`config.mk`:
```
export PLATFORM = sky130hd
export DESIGN_NAME = rgb_to_hsv_fixed
export DESIGN_NICKNAME = d
export VERILOG_FILES = /design/src/rgbhsv_pkg.sv /design/src/rgb_to_hsv_fixed.sv
export SDC_FILE = /design/constraint.sdc
export NUM_CORES = 1
export LEC_CHECK = 0
export BUFFER_PORTS_ARGS = -buffer_cell sky130_fd_sc_hd__buf_2
export CORE_MARGIN = 2
export CORE_UTILIZATION = 50
export DETAILED_ROUTE_END_ITERATION = 10
export PLACE_DENSITY = 0.63
export SLEW_MARGIN = 0
export SYNTH_ARGS = -nofsm -noshare
export SYNTH_HDL_FRONTEND = slang
export SYNTH_SLANG_ARGS = --single-unit
```
`constraint.sdc`:
```
create_clock -name clk -period 46.3 [get_ports clk]
set_clock_uncertainty 0.05 [all_clocks]
set_input_delay 2.315 -clock clk [delete_from_list [all_inputs] [get_ports clk]]
set_output_delay 2.315 -clock clk [all_outputs]
set_load 0.05 [all_outputs]
```
`src/rgbhsv_pkg.sv`:
```
`timescale 1ns / 1ps

package rgbhsv_pkg;

  // field widths
  localparam int CH_W        = 8;
  localparam int HUE_W       = 11;
  localparam int SAT_W       = 9;
  localparam int VAL_W       = 8;
  // hue numerator before scaling, below 6 * 255
  localparam int NUM_W       = 11;

  // stream payload widths, padded to whole bytes
  localparam int IN_TDATA_W  = 24;
  localparam int OUT_TDATA_W = 32;
  localparam int OUT_PAD_W   = OUT_TDATA_W - HUE_W - SAT_W - VAL_W;

  localparam int DEF_FRACTION_BITS = 8;

  // which channel holds the maximum
  localparam logic [1:0] SEL_RED   = 2'd0;
  localparam logic [1:0] SEL_GREEN = 2'd1;
  localparam logic [1:0] SEL_BLUE  = 2'd2;

endpackage

```
`src/rgb_to_hsv_fixed.sv`:
```
`timescale 1ns / 1ps
// Channel | Dir | Ports                          | Payload
// --------+-----+--------------------------------+-------------------------------------
// in      | in  | in_tvalid in_tready in_tdata   | red[7:0] green[15:8] blue[23:16]
// out     | out | out_tvalid out_tready out_tdata| hue[10:0] sat[19:11] value[27:20]
//
// One pixel per clock, sustained while out_tready is not held low. The pipeline is
// one input register, one min/max stage, one hue numerator stage, then one
// restoring-division step per stage for the hue quotient (FRACTION_BITS + 3
// bits); the saturation quotient runs in the same stages alongside.
// Reset (rst_n low, synchronous) clears only the valid bits; data registers
// are not reset. A stall on out_tready freezes the whole pipeline and drops
// in_tready in the same cycle, so no request is lost or repeated.

module rgb_to_hsv_fixed #(
  parameter int FRACTION_BITS = rgbhsv_pkg::DEF_FRACTION_BITS
) (
  input  logic                               clk,
  input  logic                               rst_n,
  input  logic                               in_tvalid,
  output logic                               in_tready,
  // red[7:0], green[15:8], blue[23:16]
  input  logic [rgbhsv_pkg::IN_TDATA_W-1:0]  in_tdata,
  output logic                               out_tvalid,
  input  logic                               out_tready,
  // hue[10:0], saturation[19:11], value[27:20], zeros above
  output logic [rgbhsv_pkg::OUT_TDATA_W-1:0] out_tdata
);

  import rgbhsv_pkg::*;

  // quotient widths: hue < 6 * 2^F, saturation <= 2^F
  localparam int QH = FRACTION_BITS + 3;
  localparam int QS = FRACTION_BITS + 1;
  localparam int NS = QH;

  localparam logic [QS-1:0] SAT_ONE = QS'(1) << FRACTION_BITS;
  localparam logic [QH-1:0] HUE_LIM = QH'(6) << FRACTION_BITS;

  // whole pipe moves together; stops only when the output is full and held
  logic advance;

  // ---------------- stage A: input register ----------------
  logic            a_v_r;
  logic [CH_W-1:0] a_red_r, a_green_r, a_blue_r;

  // ---------------- stage B: max / min / sector ----------------
  logic            b_v_r;
  logic [CH_W-1:0] b_red_r, b_green_r, b_blue_r;
  logic [CH_W-1:0] b_max_r, b_min_r;
  logic [1:0]      b_sel_r;
  logic [CH_W-1:0] b_max_nxt, b_min_nxt;
  logic [1:0]      b_sel_nxt;

  // ---------------- divider stages 0..NS ----------------
  logic             v_r    [0:NS];
  logic [NUM_W-1:0] num_r  [0:NS];
  logic [CH_W-1:0]  hdiv_r [0:NS];
  logic [CH_W-1:0]  hrem_r [0:NS];
  logic [QH-1:0]    hq_r   [0:NS];
  logic [CH_W-1:0]  sd_r   [0:NS];
  logic [CH_W-1:0]  sdiv_r [0:NS];
  logic [CH_W-1:0]  srem_r [0:NS];
  logic [QS-1:0]    sq_r   [0:NS];
  logic [VAL_W-1:0] val_r  [0:NS];

  // stage-0 front end
  logic [CH_W-1:0]  d_nxt;
  logic [8:0]       diff_nxt;
  logic [11:0]      base_nxt, num12_nxt, d12_nxt;
  logic [NUM_W-1:0] num_nxt;
  logic [CH_W-1:0]  hdiv_nxt, sdiv_nxt;

  assign advance   = !v_r[NS] || out_tready;
  assign in_tready = advance;

  always_ff @(posedge clk) begin
    if (!rst_n) begin
      a_v_r <= 1'b0;
    end else if (advance) begin
      a_v_r <= in_tvalid;
    end
    if (advance) begin
      a_red_r   <= in_tdata[CH_W-1:0];
      a_green_r <= in_tdata[2*CH_W-1:CH_W];
      a_blue_r  <= in_tdata[3*CH_W-1:2*CH_W];
    end
  end

  // max with red first, then green, as the sector priority requires
  always_comb begin
    b_max_nxt = a_red_r;
    b_min_nxt = a_red_r;
    if (a_green_r > b_max_nxt) b_max_nxt = a_green_r;
    if (a_blue_r  > b_max_nxt) b_max_nxt = a_blue_r;
    if (a_green_r < b_min_nxt) b_min_nxt = a_green_r;
    if (a_blue_r  < b_min_nxt) b_min_nxt = a_blue_r;
    if (b_max_nxt == a_red_r) begin
      b_sel_nxt = SEL_RED;
    end else if (b_max_nxt == a_green_r) begin
      b_sel_nxt = SEL_GREEN;
    end else begin
      b_sel_nxt = SEL_BLUE;
    end
  end

  always_ff @(posedge clk) begin
    if (!rst_n) begin
      b_v_r <= 1'b0;
    end else if (advance) begin
      b_v_r <= a_v_r;
    end
    if (advance) begin
      b_red_r   <= a_red_r;
      b_green_r <= a_green_r;
      b_blue_r  <= a_blue_r;
      b_max_r   <= b_max_nxt;
      b_min_r   <= b_min_nxt;
      b_sel_r   <= b_sel_nxt;
    end
  end

  // hue numerator: sector offset * d plus a signed channel difference
  always_comb begin
    d_nxt   = b_max_r - b_min_r;
    d12_nxt = {4'b0, d_nxt};
    case (b_sel_r)
      SEL_RED: begin
        diff_nxt = {1'b0, b_green_r} - {1'b0, b_blue_r};
        base_nxt = diff_nxt[8] ? ((d12_nxt << 2) + (d12_nxt << 1)) : 12'd0;
      end
      SEL_GREEN: begin
        diff_nxt = {1'b0, b_blue_r} - {1'b0, b_red_r};
        base_nxt = d12_nxt << 1;
      end
      default: begin
        diff_nxt = {1'b0, b_red_r} - {1'b0, b_green_r};
        base_nxt = d12_nxt << 2;
      end
    endcase
    num12_nxt = base_nxt + {{3{diff_nxt[8]}}, diff_nxt};
    // gray or black: divide zero by one so the quotients come out zero
    if (d_nxt == '0) begin
      num_nxt  = '0;
      hdiv_nxt = CH_W'(1);
    end else begin
      num_nxt  = num12_nxt[NUM_W-1:0];
      hdiv_nxt = d_nxt;
    end
    sdiv_nxt = (b_max_r == '0) ? CH_W'(1) : b_max_r;
  end

  always_ff @(posedge clk) begin
    if (!rst_n) begin
      v_r[0] <= 1'b0;
    end else if (advance) begin
      v_r[0] <= b_v_r;
    end
    if (advance) begin
      num_r[0]  <= num_nxt;
      hdiv_r[0] <= hdiv_nxt;
      // num < 8 * d, so all but the low three bits start below the divisor
      hrem_r[0] <= CH_W'(num_nxt >> 3);
      hq_r[0]   <= '0;
      sd_r[0]   <= d_nxt;
      sdiv_r[0] <= sdiv_nxt;
      // d <= max, so d / 2 starts below the divisor
      srem_r[0] <= d_nxt >> 1;
      sq_r[0]   <= '0;
      val_r[0]  <= b_max_r;
    end
  end

  // one restoring step per stage, MSB of the quotient first
  for (genvar k = 0; k < NS; k++) begin : g_div
    localparam int JH = QH - 1 - k;
    localparam int JS = QS - 1 - k;

    logic            hbit, sbit;
    logic [CH_W:0]   htrial, strial;
    logic            hge, sge;
    logic [CH_W-1:0] hrem_nxt, srem_nxt;
    logic [QH-1:0]   hq_nxt;
    logic [QS-1:0]   sq_nxt;

    if (JH >= FRACTION_BITS) begin : g_hb
      assign hbit = num_r[k][JH-FRACTION_BITS];
    end else begin : g_hz
      assign hbit = 1'b0;
    end

    if (JS >= FRACTION_BITS) begin : g_sb
      assign sbit = sd_r[k][JS-FRACTION_BITS];
    end else begin : g_sz
      assign sbit = 1'b0;
    end

    always_comb begin
      htrial   = {hrem_r[k], hbit};
      hge      = htrial >= {1'b0, hdiv_r[k]};
      hrem_nxt = hge ? CH_W'(htrial - {1'b0, hdiv_r[k]}) : CH_W'(htrial);
      hq_nxt   = {hq_r[k][QH-2:0], hge};
      strial   = {srem_r[k], sbit};
      sge      = strial >= {1'b0, sdiv_r[k]};
      if (k < QS) begin
        srem_nxt = sge ? CH_W'(strial - {1'b0, sdiv_r[k]}) : CH_W'(strial);
        sq_nxt   = {sq_r[k][QS-2:0], sge};
      end else begin
        srem_nxt = srem_r[k];
        sq_nxt   = sq_r[k];
      end
    end

    always_ff @(posedge clk) begin
      if (!rst_n) begin
        v_r[k+1] <= 1'b0;
      end else if (advance) begin
        v_r[k+1] <= v_r[k];
      end
      if (advance) begin
        num_r[k+1]  <= num_r[k];
        hdiv_r[k+1] <= hdiv_r[k];
        hrem_r[k+1] <= hrem_nxt;
        hq_r[k+1]   <= hq_nxt;
        sd_r[k+1]   <= sd_r[k];
        sdiv_r[k+1] <= sdiv_r[k];
        srem_r[k+1] <= srem_nxt;
        sq_r[k+1]   <= sq_nxt;
        val_r[k+1]  <= val_r[k];
      end
    end
  end

  // last divider stage is the output register
  assign out_tvalid = v_r[NS];
  assign out_tdata  = {{OUT_PAD_W{1'b0}}, val_r[NS], SAT_W'(sq_r[NS]), HUE_W'(hq_r[NS])};

  // ---------------- assertions ----------------
  a_sat_range : assert property (@(posedge clk) disable iff (!rst_n)
    out_tvalid |-> sq_r[NS] <= SAT_ONE)
    else $error("saturation quotient above one");

  a_hue_range : assert property (@(posedge clk) disable iff (!rst_n)
    out_tvalid |-> hq_r[NS] < HUE_LIM)
    else $error("hue quotient at or above six sectors");

  a_black : assert property (@(posedge clk) disable iff (!rst_n)
    (out_tvalid && val_r[NS] == '0) |-> (hq_r[NS] == '0 && sq_r[NS] == '0))
    else $error("black pixel with nonzero hue or saturation");

  a_gray : assert property (@(posedge clk) disable iff (!rst_n)
    (out_tvalid && sd_r[NS] == '0) |-> (hq_r[NS] == '0 && sq_r[NS] == '0))
    else $error("gray pixel with nonzero hue or saturation");

  a_rem : assert property (@(posedge clk) disable iff (!rst_n)
    v_r[NS] |-> (hrem_r[NS] < hdiv_r[NS] && srem_r[NS] < sdiv_r[NS]))
    else $error("divider remainder not below divisor");

endmodule

```
==> out/metrics.yaml, run 1 <==
status:
  outcome: "complete, no violations"
layout:
  diodes: 0
  fillers: 4865
  nets: 2655
  drive_gt1_share_pct: 12.4
  area_growth_pct: 12.0
timing:
  maxSlewViolCount: 0
  final.setup.tns_ps: 0
  timing.final.crit_share_pct: 12.7
  max_freq_mhz: 170
  setup_slack_ps: 40420
  whs_ps: 351
  layout_min_cycle_time_ps: 5880
  maxSlewHeadroom_pct: 27.5
  finalHoldViolations: 0
  rsz0062_at_grt: "no"
  tightest_slew_ps: 1090
  setup_viol: 0
place:
  dp_hpwl_microns: 34400
  pre_cts_ws_ps: 39710
  port_buffers: 57
  gp_congestion: 0.850
clock_network:
  cts_resized: 0
  clkSlewWorstSetupHoldPaths_ps: 60
  numCtsBuffers: 71
  htree_levels: 3
  clock_path_buffers: 3
  clkLatencyLatePin_ps: 600
  cts-root-buf: "clkbuf_16"
  clkSinkCount: 631
  cts_tree: "yes"
  post_cts_buffers: 0
  cts_hold_buf: 0
global_routing:
  grt.overflow.total: 0
  grt_usage_pct: 16.1
  first_global_vias: 17300
  grt_start_max_net_pins: 90
  antenna_found_initial: 0
  grt_pass1_wl_microns: 83500
floorplan:
  fp.dieW_microns: 252
  num_rows: 90
  initial_utilization_pct: 50.7
  die_h_microns: 252
  io_pins: 62
  core_area_sq_um: 60600
  dieArea_sq_um: 63400
worst_hold_path:
  min_from: "sq_r[1][9]"
  hold_path_end: "sq_r[1][19]"
  hold_path_class: "register to register"
  hold_path_depth: 0
synth:
  synth_top_family_by_area: "adder cells"
  netlist_area_sq_um: 30700
  synth_edf_count: 628
  synth-seq-cells: 631
  synth_compound_area_share_pct: 7.84
  synth_fa_ha_area_share_pct: 11.0
  async_reset_ff_share_pct: 0
  synth_xor_xnor_area_share_pct: 3.77
  yosysUniqueCellTypes: 67
  synth_simple_gate_area_share_pct: 6.47
  syn_area_per_cell_sq_um: 13.6
  netlist_instances: 2257
  synthMuxAreaShare_pct: 5.11
  synth-seq-area-share_pct: 61.6
  synth_ff_type: "edfxtp_1"
  yosys_warnings: 0
drt:
  first_pass_iters: 5
  drtIter0Drc: 798
  antenna_left: 0
  viasPerCell: 5.24
  wirelength_microns: 49800
  route.detailed.drc: 0
  wire_per_inst_microns: 15.5
  vias: 16800
setup_path:
  reg2reg_slack_ps: 41260
  crit_path_start_kind: "primary input"
  crit_start: "out_tready"
  cp.required_ps: 46460
  cp-end-kind: "register"
  path_cells: "buf_2 -> nand2b_4 -> buf_4 -> buf_4 -> buf_4 -> buf_4"
  critPathMaxStageDelay_ps: 850
  worstReg2RegStart: "a_red_r[3]"
  critPathArrivalTime_ps: 6050
  r2r-end: "b_sel_r[0]"
  critPathMaxFanout: 79
  cp_common_cell: "buf_4"
  crit_type: "primary input to register"
  crit_slowest_cell: "buf_4"
  r2r_cells: 17
power_and_ir_drop:
  p_total_mw: 2.73
  peakVddDrop_mv: 0.0444
  p_leak_nw: 14.1
  p_per_area_nw_per_um2: 79.2
job:
  drv_cap: 0
-- critical path, delay by kind of cell --
kind / cells / cell delay (ps)
buffers and inverters: 5 / 3220
and+or+nand+nor: 1 / 350
-- layer usage --
metal | part of all wire, % | GRT usage, % | vias to the layer above
met1 | 43 | 19.5 | 8102
li1 | - | - | 8371
met5 | 0 | 0 | -
met2 | 51 | 28.9 | 237
met4 | 2.7 | 5.51 | 0
met3 | 3.4 | 3.04 | 100
-- report_power, final --
group | switching, mW | internal (mW)
sequential | 0.101 | 0.940
clock | 0.221 | 0.366
combinational | 0.576 | 0.524
-- cell usage after synthesis (24+ instances only) --
cell / number / share of area [%]
o21ai_0: 101 / 1.6
o21a_1: 53 / 1.3
nor3_1: 24 / 0.39
mux2_2: 93 / 3.4
xor2_1: 44 / 1.3
inv_1: 298 / 3.6
nor2b_1: 53 / 1.1
a21oi_1: 70 / 1.1
nand2_1: 60 / 0.73
nand2b_1: 29 / 0.59
mux2i_1: 51 / 1.7
ha_1: 232 / 9.4
nor2_1: 137 / 1.7
xnor2_1: 85 / 2.4
a21boi_0: 41 / 1.0
edfxtp_1: 628 / 61
nand4_1: 29 / 0.59
fa_1: 24 / 1.6
a21o_1: 34 / 0.83
-- worst max path at each step --
stage,end,depth (start not counted)
3_3_place_gp,hq_r[2][30],6
2_1_floorplan,in_tready,3
3_5_place_dp,hq_r[2][43],6
6_report,hq_r[1][23],6
4_1_cts,hq_r[2][43],6
5_1_grt,hq_r[2][30],6
-- layout by cell type, fill, tap and decap left out, types with 4 or more instances in the layout --
cell type  synthesis  final
a211oi_1           5      5
a211oi_2          18     18
a21boi_0          41     41
a21o_1            34     34
a21oi_1           70     70
and3_1            11     11
buf_2              2     57
buf_4             12     12
bufinv_16          0     14
clkbuf_1          17     12
clkbuf_16          0     72
clkinv_1           1     12
clkinv_2           0     10
clkinv_8           0      5
conb_1             1      4
edfxtp_1         628    628
fa_1              24     24
ha_1             232    232
inv_1            298    298
mux2_2            93     93
mux2i_1           51     51
nand2_1           60     60
nand2b_1          29     28
nand3_1           18     18
nand4_1           29     29
nor2_1           137    137
nor2b_1           53     53
nor3_1            24     24
nor4_1            22     22
o21a_1            53     53
o21ai_0          101    101
o21bai_1           5      5
or3_1              4      4
xnor2_1           85     85
xor2_1            44     44
-- state kept, by name, summed over array words and instances (netlist names), 12 cells and up --
signal,count
val_r,96
hdiv_r,88
hrem_r,80
sdiv_r,72
hq_r,66
srem_r,64
sq_r,63
num_r,14
v_r,12
-- through the flow --
step | util (%) | instances | cell area [sq um]
2_1_floorplan | - | 2260 | 30700
3_3_place_gp | 52.7 | 3080 | 31900
3_5_place_dp | 52.7 | 3080 | 31900
4_1_cts | 56.8 | 3210 | 34400
5_1_grt | 56.8 | 3210 | 34400
6_report | 56.8 | 3210 | 34400
-- cell families (layout without fill, tap and decap cells) --
| family | Yosys count | after routing |
|---|---|---|
| buffers and inverters | 333 | 501 |
| AOI/OAI and AO/OA | 360 | 360 |
| DFF | 631 | 631 |
| muxes | 145 | 145 |
| and+or+nand+nor | 401 | 401 |
| other | 1 | 4 |
| xor gates and xnor gates | 130 | 130 |
| adders and majority gates | 256 | 256 |
-- cell type report --
cell class / count / area (sq um) / area share [%]
Tap cell: 782 / 978 / 2.84
Clock buffer: 84 / 1850 / 5.37
Sequential cell: 631 / 18900 / 55.0
Inverter: 302 / 1130 / 3.29
Clock inverter: 46 / 642 / 1.86
Multi-Input combinational cell: 1296 / 10500 / 30.6
Timing Repair Buffer: 69 / 375 / 1.09
Note: power is estimated with default switching activity, not from simulation.
==> inputs of run 2 (changes only) <==
==> constraint.sdc (replaced) <==
create_clock -name clk -period 5.86 [get_ports clk]
set_clock_uncertainty 0.05 [all_clocks]
set_input_delay 0.293 -clock clk [delete_from_list [all_inputs] [get_ports clk]]
set_output_delay 0.293 -clock clk [all_outputs]
set_load 0.05 [all_outputs]
==> out/metrics.yaml, run 2 (same netlist as run 1, synthesis figures left out) <==
status:
  outcome: "complete, no violations"  # unchanged
timing:
  setup_viol: 0  # unchanged
  finalHoldViolations: 0  # unchanged
  final.setup.tns_ps: 0  # unchanged
  tightest_slew_ps: 1120  # was 1090 ps
  maxSlewHeadroom_pct: 25.3  # was 27.5%
  timing.final.crit_share_pct: 82.6
  rsz0062_at_grt: "no"  # unchanged
  layout_min_cycle_time_ps: 4840
  maxSlewViolCount: 0  # unchanged
  whs_ps: 330  # was 351 ps
  max_freq_mhz: 207
  setup_slack_ps: 1020  # was 40420 ps
layout:
  nets: 2676  # was 2655
  drive_gt1_share_pct: 11.7  # was 12.4%
  final_common_cell: "edfxtp_1"  # unchanged
  regArea_sq_um: 18900  # unchanged
  area_growth_pct: 12.0  # about the same
  diodes: 0  # unchanged
  fillers: 4834  # was 4865
  layout_common_cells: "628 x edfxtp_1, 298 x inv_1, 232 x ha_1, 137 x nor2_1, 101 x o21ai_0"  # unchanged
  largest-register: "val_r"  # unchanged
  largest_reg_flops: 96  # unchanged
  instances_no_fill: 3227  # was 3210
  reg.largest.list: "val_r (96), hdiv_r (88), hrem_r (80)"  # unchanged
  multiInputGateArea_sq_um: 10500  # unchanged
  final_core_util_pct: 56.8  # about the same
  final_area_sq_um: 34400  # about the same
floorplan:
  fp.dieW_microns: 252  # unchanged
  die_h_microns: 252  # unchanged
  initial_utilization_pct: 50.7  # unchanged
  num_rows: 90  # unchanged
  io_pins: 62  # unchanged
  dieArea_sq_um: 63400  # unchanged
  core_area_sq_um: 60600  # unchanged
clock_network:
  clkSinkCount: 631  # unchanged
  cts-root-buf: "clkbuf_16"  # unchanged
  cts_tree: "yes"  # unchanged
  cts_resized: 0  # unchanged
  clkLatencyLatePin_ps: 600  # about the same
  clkSlewWorstSetupHoldPaths_ps: 50  # was 60 ps
  numCtsBuffers: 70  # was 71
  htree_levels: 3  # unchanged
  clock_path_buffers: 3  # unchanged
  post_cts_buffers: 0  # unchanged
drt:
  vias: 16700  # was 16.8k
  viasPerCell: 5.18  # was 5.24
  antenna_left: 0  # unchanged
  first_pass_iters: 5  # unchanged
  wirelength_microns: 50200  # was 49800 microns
  route.detailed.drc: 0  # unchanged
  wire_per_inst_microns: 15.6  # was 15.5 microns
  drtIter0Drc: 799  # was 798
global_routing:
  grt_start_max_net_pins: 181  # was 90
  grt_pass1_wl_microns: 84400  # was 83500 microns
  antenna_found_initial: 0  # unchanged
  grt_usage_pct: 16.4  # was 16.1%
  grt.overflow.total: 0  # unchanged
  first_global_vias: 17400  # was 17.3k
worst_hold_path:
  hold_path_depth: 2  # was 0
  hold_path_class: "primary input to register"  # was register to register
  min_from: "out_tready"  # was sq_r[1][9]
  hold_path_end: "srem_r[1][0]"  # was sq_r[1][19]
setup_path:
  crit_slowest_cell: "xnor2_1"  # was buf_4
  crit_type: "register to register"  # was primary input to register
  critPathMaxStageDelay_ps: 440  # was 850 ps
  reg2reg_slack_ps: 1020  # was 41260 ps
  worstReg2RegStart: "b_max_r[0]"  # was a_red_r[3]
  critPathBufInv: 3  # was 5
  r2r_cells: 21  # was 17
  path_cells: "inv_1 -> ha_1 -> inv_1 -> fa_1 -> a211oi_1 -> nor2_1 -> xnor2_1 -> inv_2 -> ha_1 -> a21oi_1 -> o21ai_1 -> xor2_1 -> a221oi_1 -> a21oi_1 -> ha_1 -> o21a_1 -> nor2_1 -> a21oi_1 -> nand3_1 -> and3b_1 -> mux2_1"  # was buf_2 -> nand2b_4 -> buf_4 -> buf_4 -> buf_4 -> buf_4
  crit_path_start_kind: "register"  # was primary input
  critPathArrivalTime_ps: 5120  # was 6050 ps
  cp-end-kind: "register"  # unchanged
  crit_family: "adder cells"  # was buffers and inverters
  r2r-end: "num_r[0][10]"  # was b_sel_r[0]
  critPathMaxFanout: 8  # was 79
  cp.required_ps: 6140  # was 46460 ps
power_and_ir_drop:
  p_leak_nw: 14.1  # about the same
  p_total_mw: 21.1  # was 2.73 mW
  internal_power_mw: 14.0  # was 1.83 mW
  peakVddDrop_mv: 0.292  # was 0.0444 mV
  p_per_area_nw_per_um2: 613  # was 79.2 nW/um^2
  seqPwrFrac_pct: 39.1  # was 38.2%
  p_sw_mw: 7.09  # was 0.898 mW
  swShare_pct: 33.6  # was 32.9%
  pwr-share-clk_pct: 19.7  # was 21.5%
  comb_power_share_pct: 41.3  # was 40.3%
job:
  drv_cap: 0  # unchanged
place:
  pre_cts_ws_ps: 1080  # was 39710 ps
  place_inst: 3075  # was 3080
  placed_area_sq_um: 31900  # about the same
  dp_hpwl_microns: 34800  # was 34400 microns
  port_buffers: 57  # unchanged
  gp_congestion: 0.853  # was 0.850
==> run 2: how the worst max path moves through the flow <==
stage / endpoint / startpoint / depth (start not counted)
4_1_cts: num_r[0][10] / b_max_r[0] / 21
3_3_place_gp: num_r[0][10] / b_max_r[0] / 21
2_1_floorplan: num_r[0][10] / b_max_r[0] / 21
3_5_place_dp: num_r[0][10] / b_max_r[0] / 21
5_1_grt: num_r[0][10] / b_max_r[0] / 21
6_report: num_r[0][10] / b_max_r[0] / 21
==> run 2: cell type report <==
type / instances / area share, %
timing repair buffer: 91 / 1.91
tap: 782 / 2.84
multi-input combinational: 1296 / 30.6
sequential: 631 / 55.0
inverter: 302 / 3.29
clock buffer: 85 / 5.32
clock inverter: 40 / 1.05
==> run 2: per-layer routing <==
metal | up-vias | part of all wire, % | track usage, % | routed length (microns)
li1 | 8428 | - | - | -
met1 | 7942 | 43 | 19.9 | 21600
met2 | 226 | 51 | 29.0 | 25400
met3 | 112 | 3.2 | 3.08 | 1590
met4 | 0 | 3.2 | 6.15 | 1600
met5 | - | 0 | 0 | 0
==> run 2: power by group through the flow <==
stage | Clock [mW] | Sequential [mW] | Combinational (mW)
3_3_place_gp | 0 | 8.30 | 8.41
3_5_place_dp | 0 | 8.35 | 8.66
6_report | 4.14 | 8.24 | 8.70
2_1_floorplan | 0 | 8.18 | 6.93
5_1_grt | 4.47 | 8.45 | 9.87
4_1_cts | 4.30 | 8.28 | 8.77
==> run 2: repair_timing <==
| item | CTS | global route |
|---|---|---|
| setup endpoints to repair | 0 | 0 |
| hold endpoints to repair | 27 | 0 |
| hold buffers | 27 | 0 |
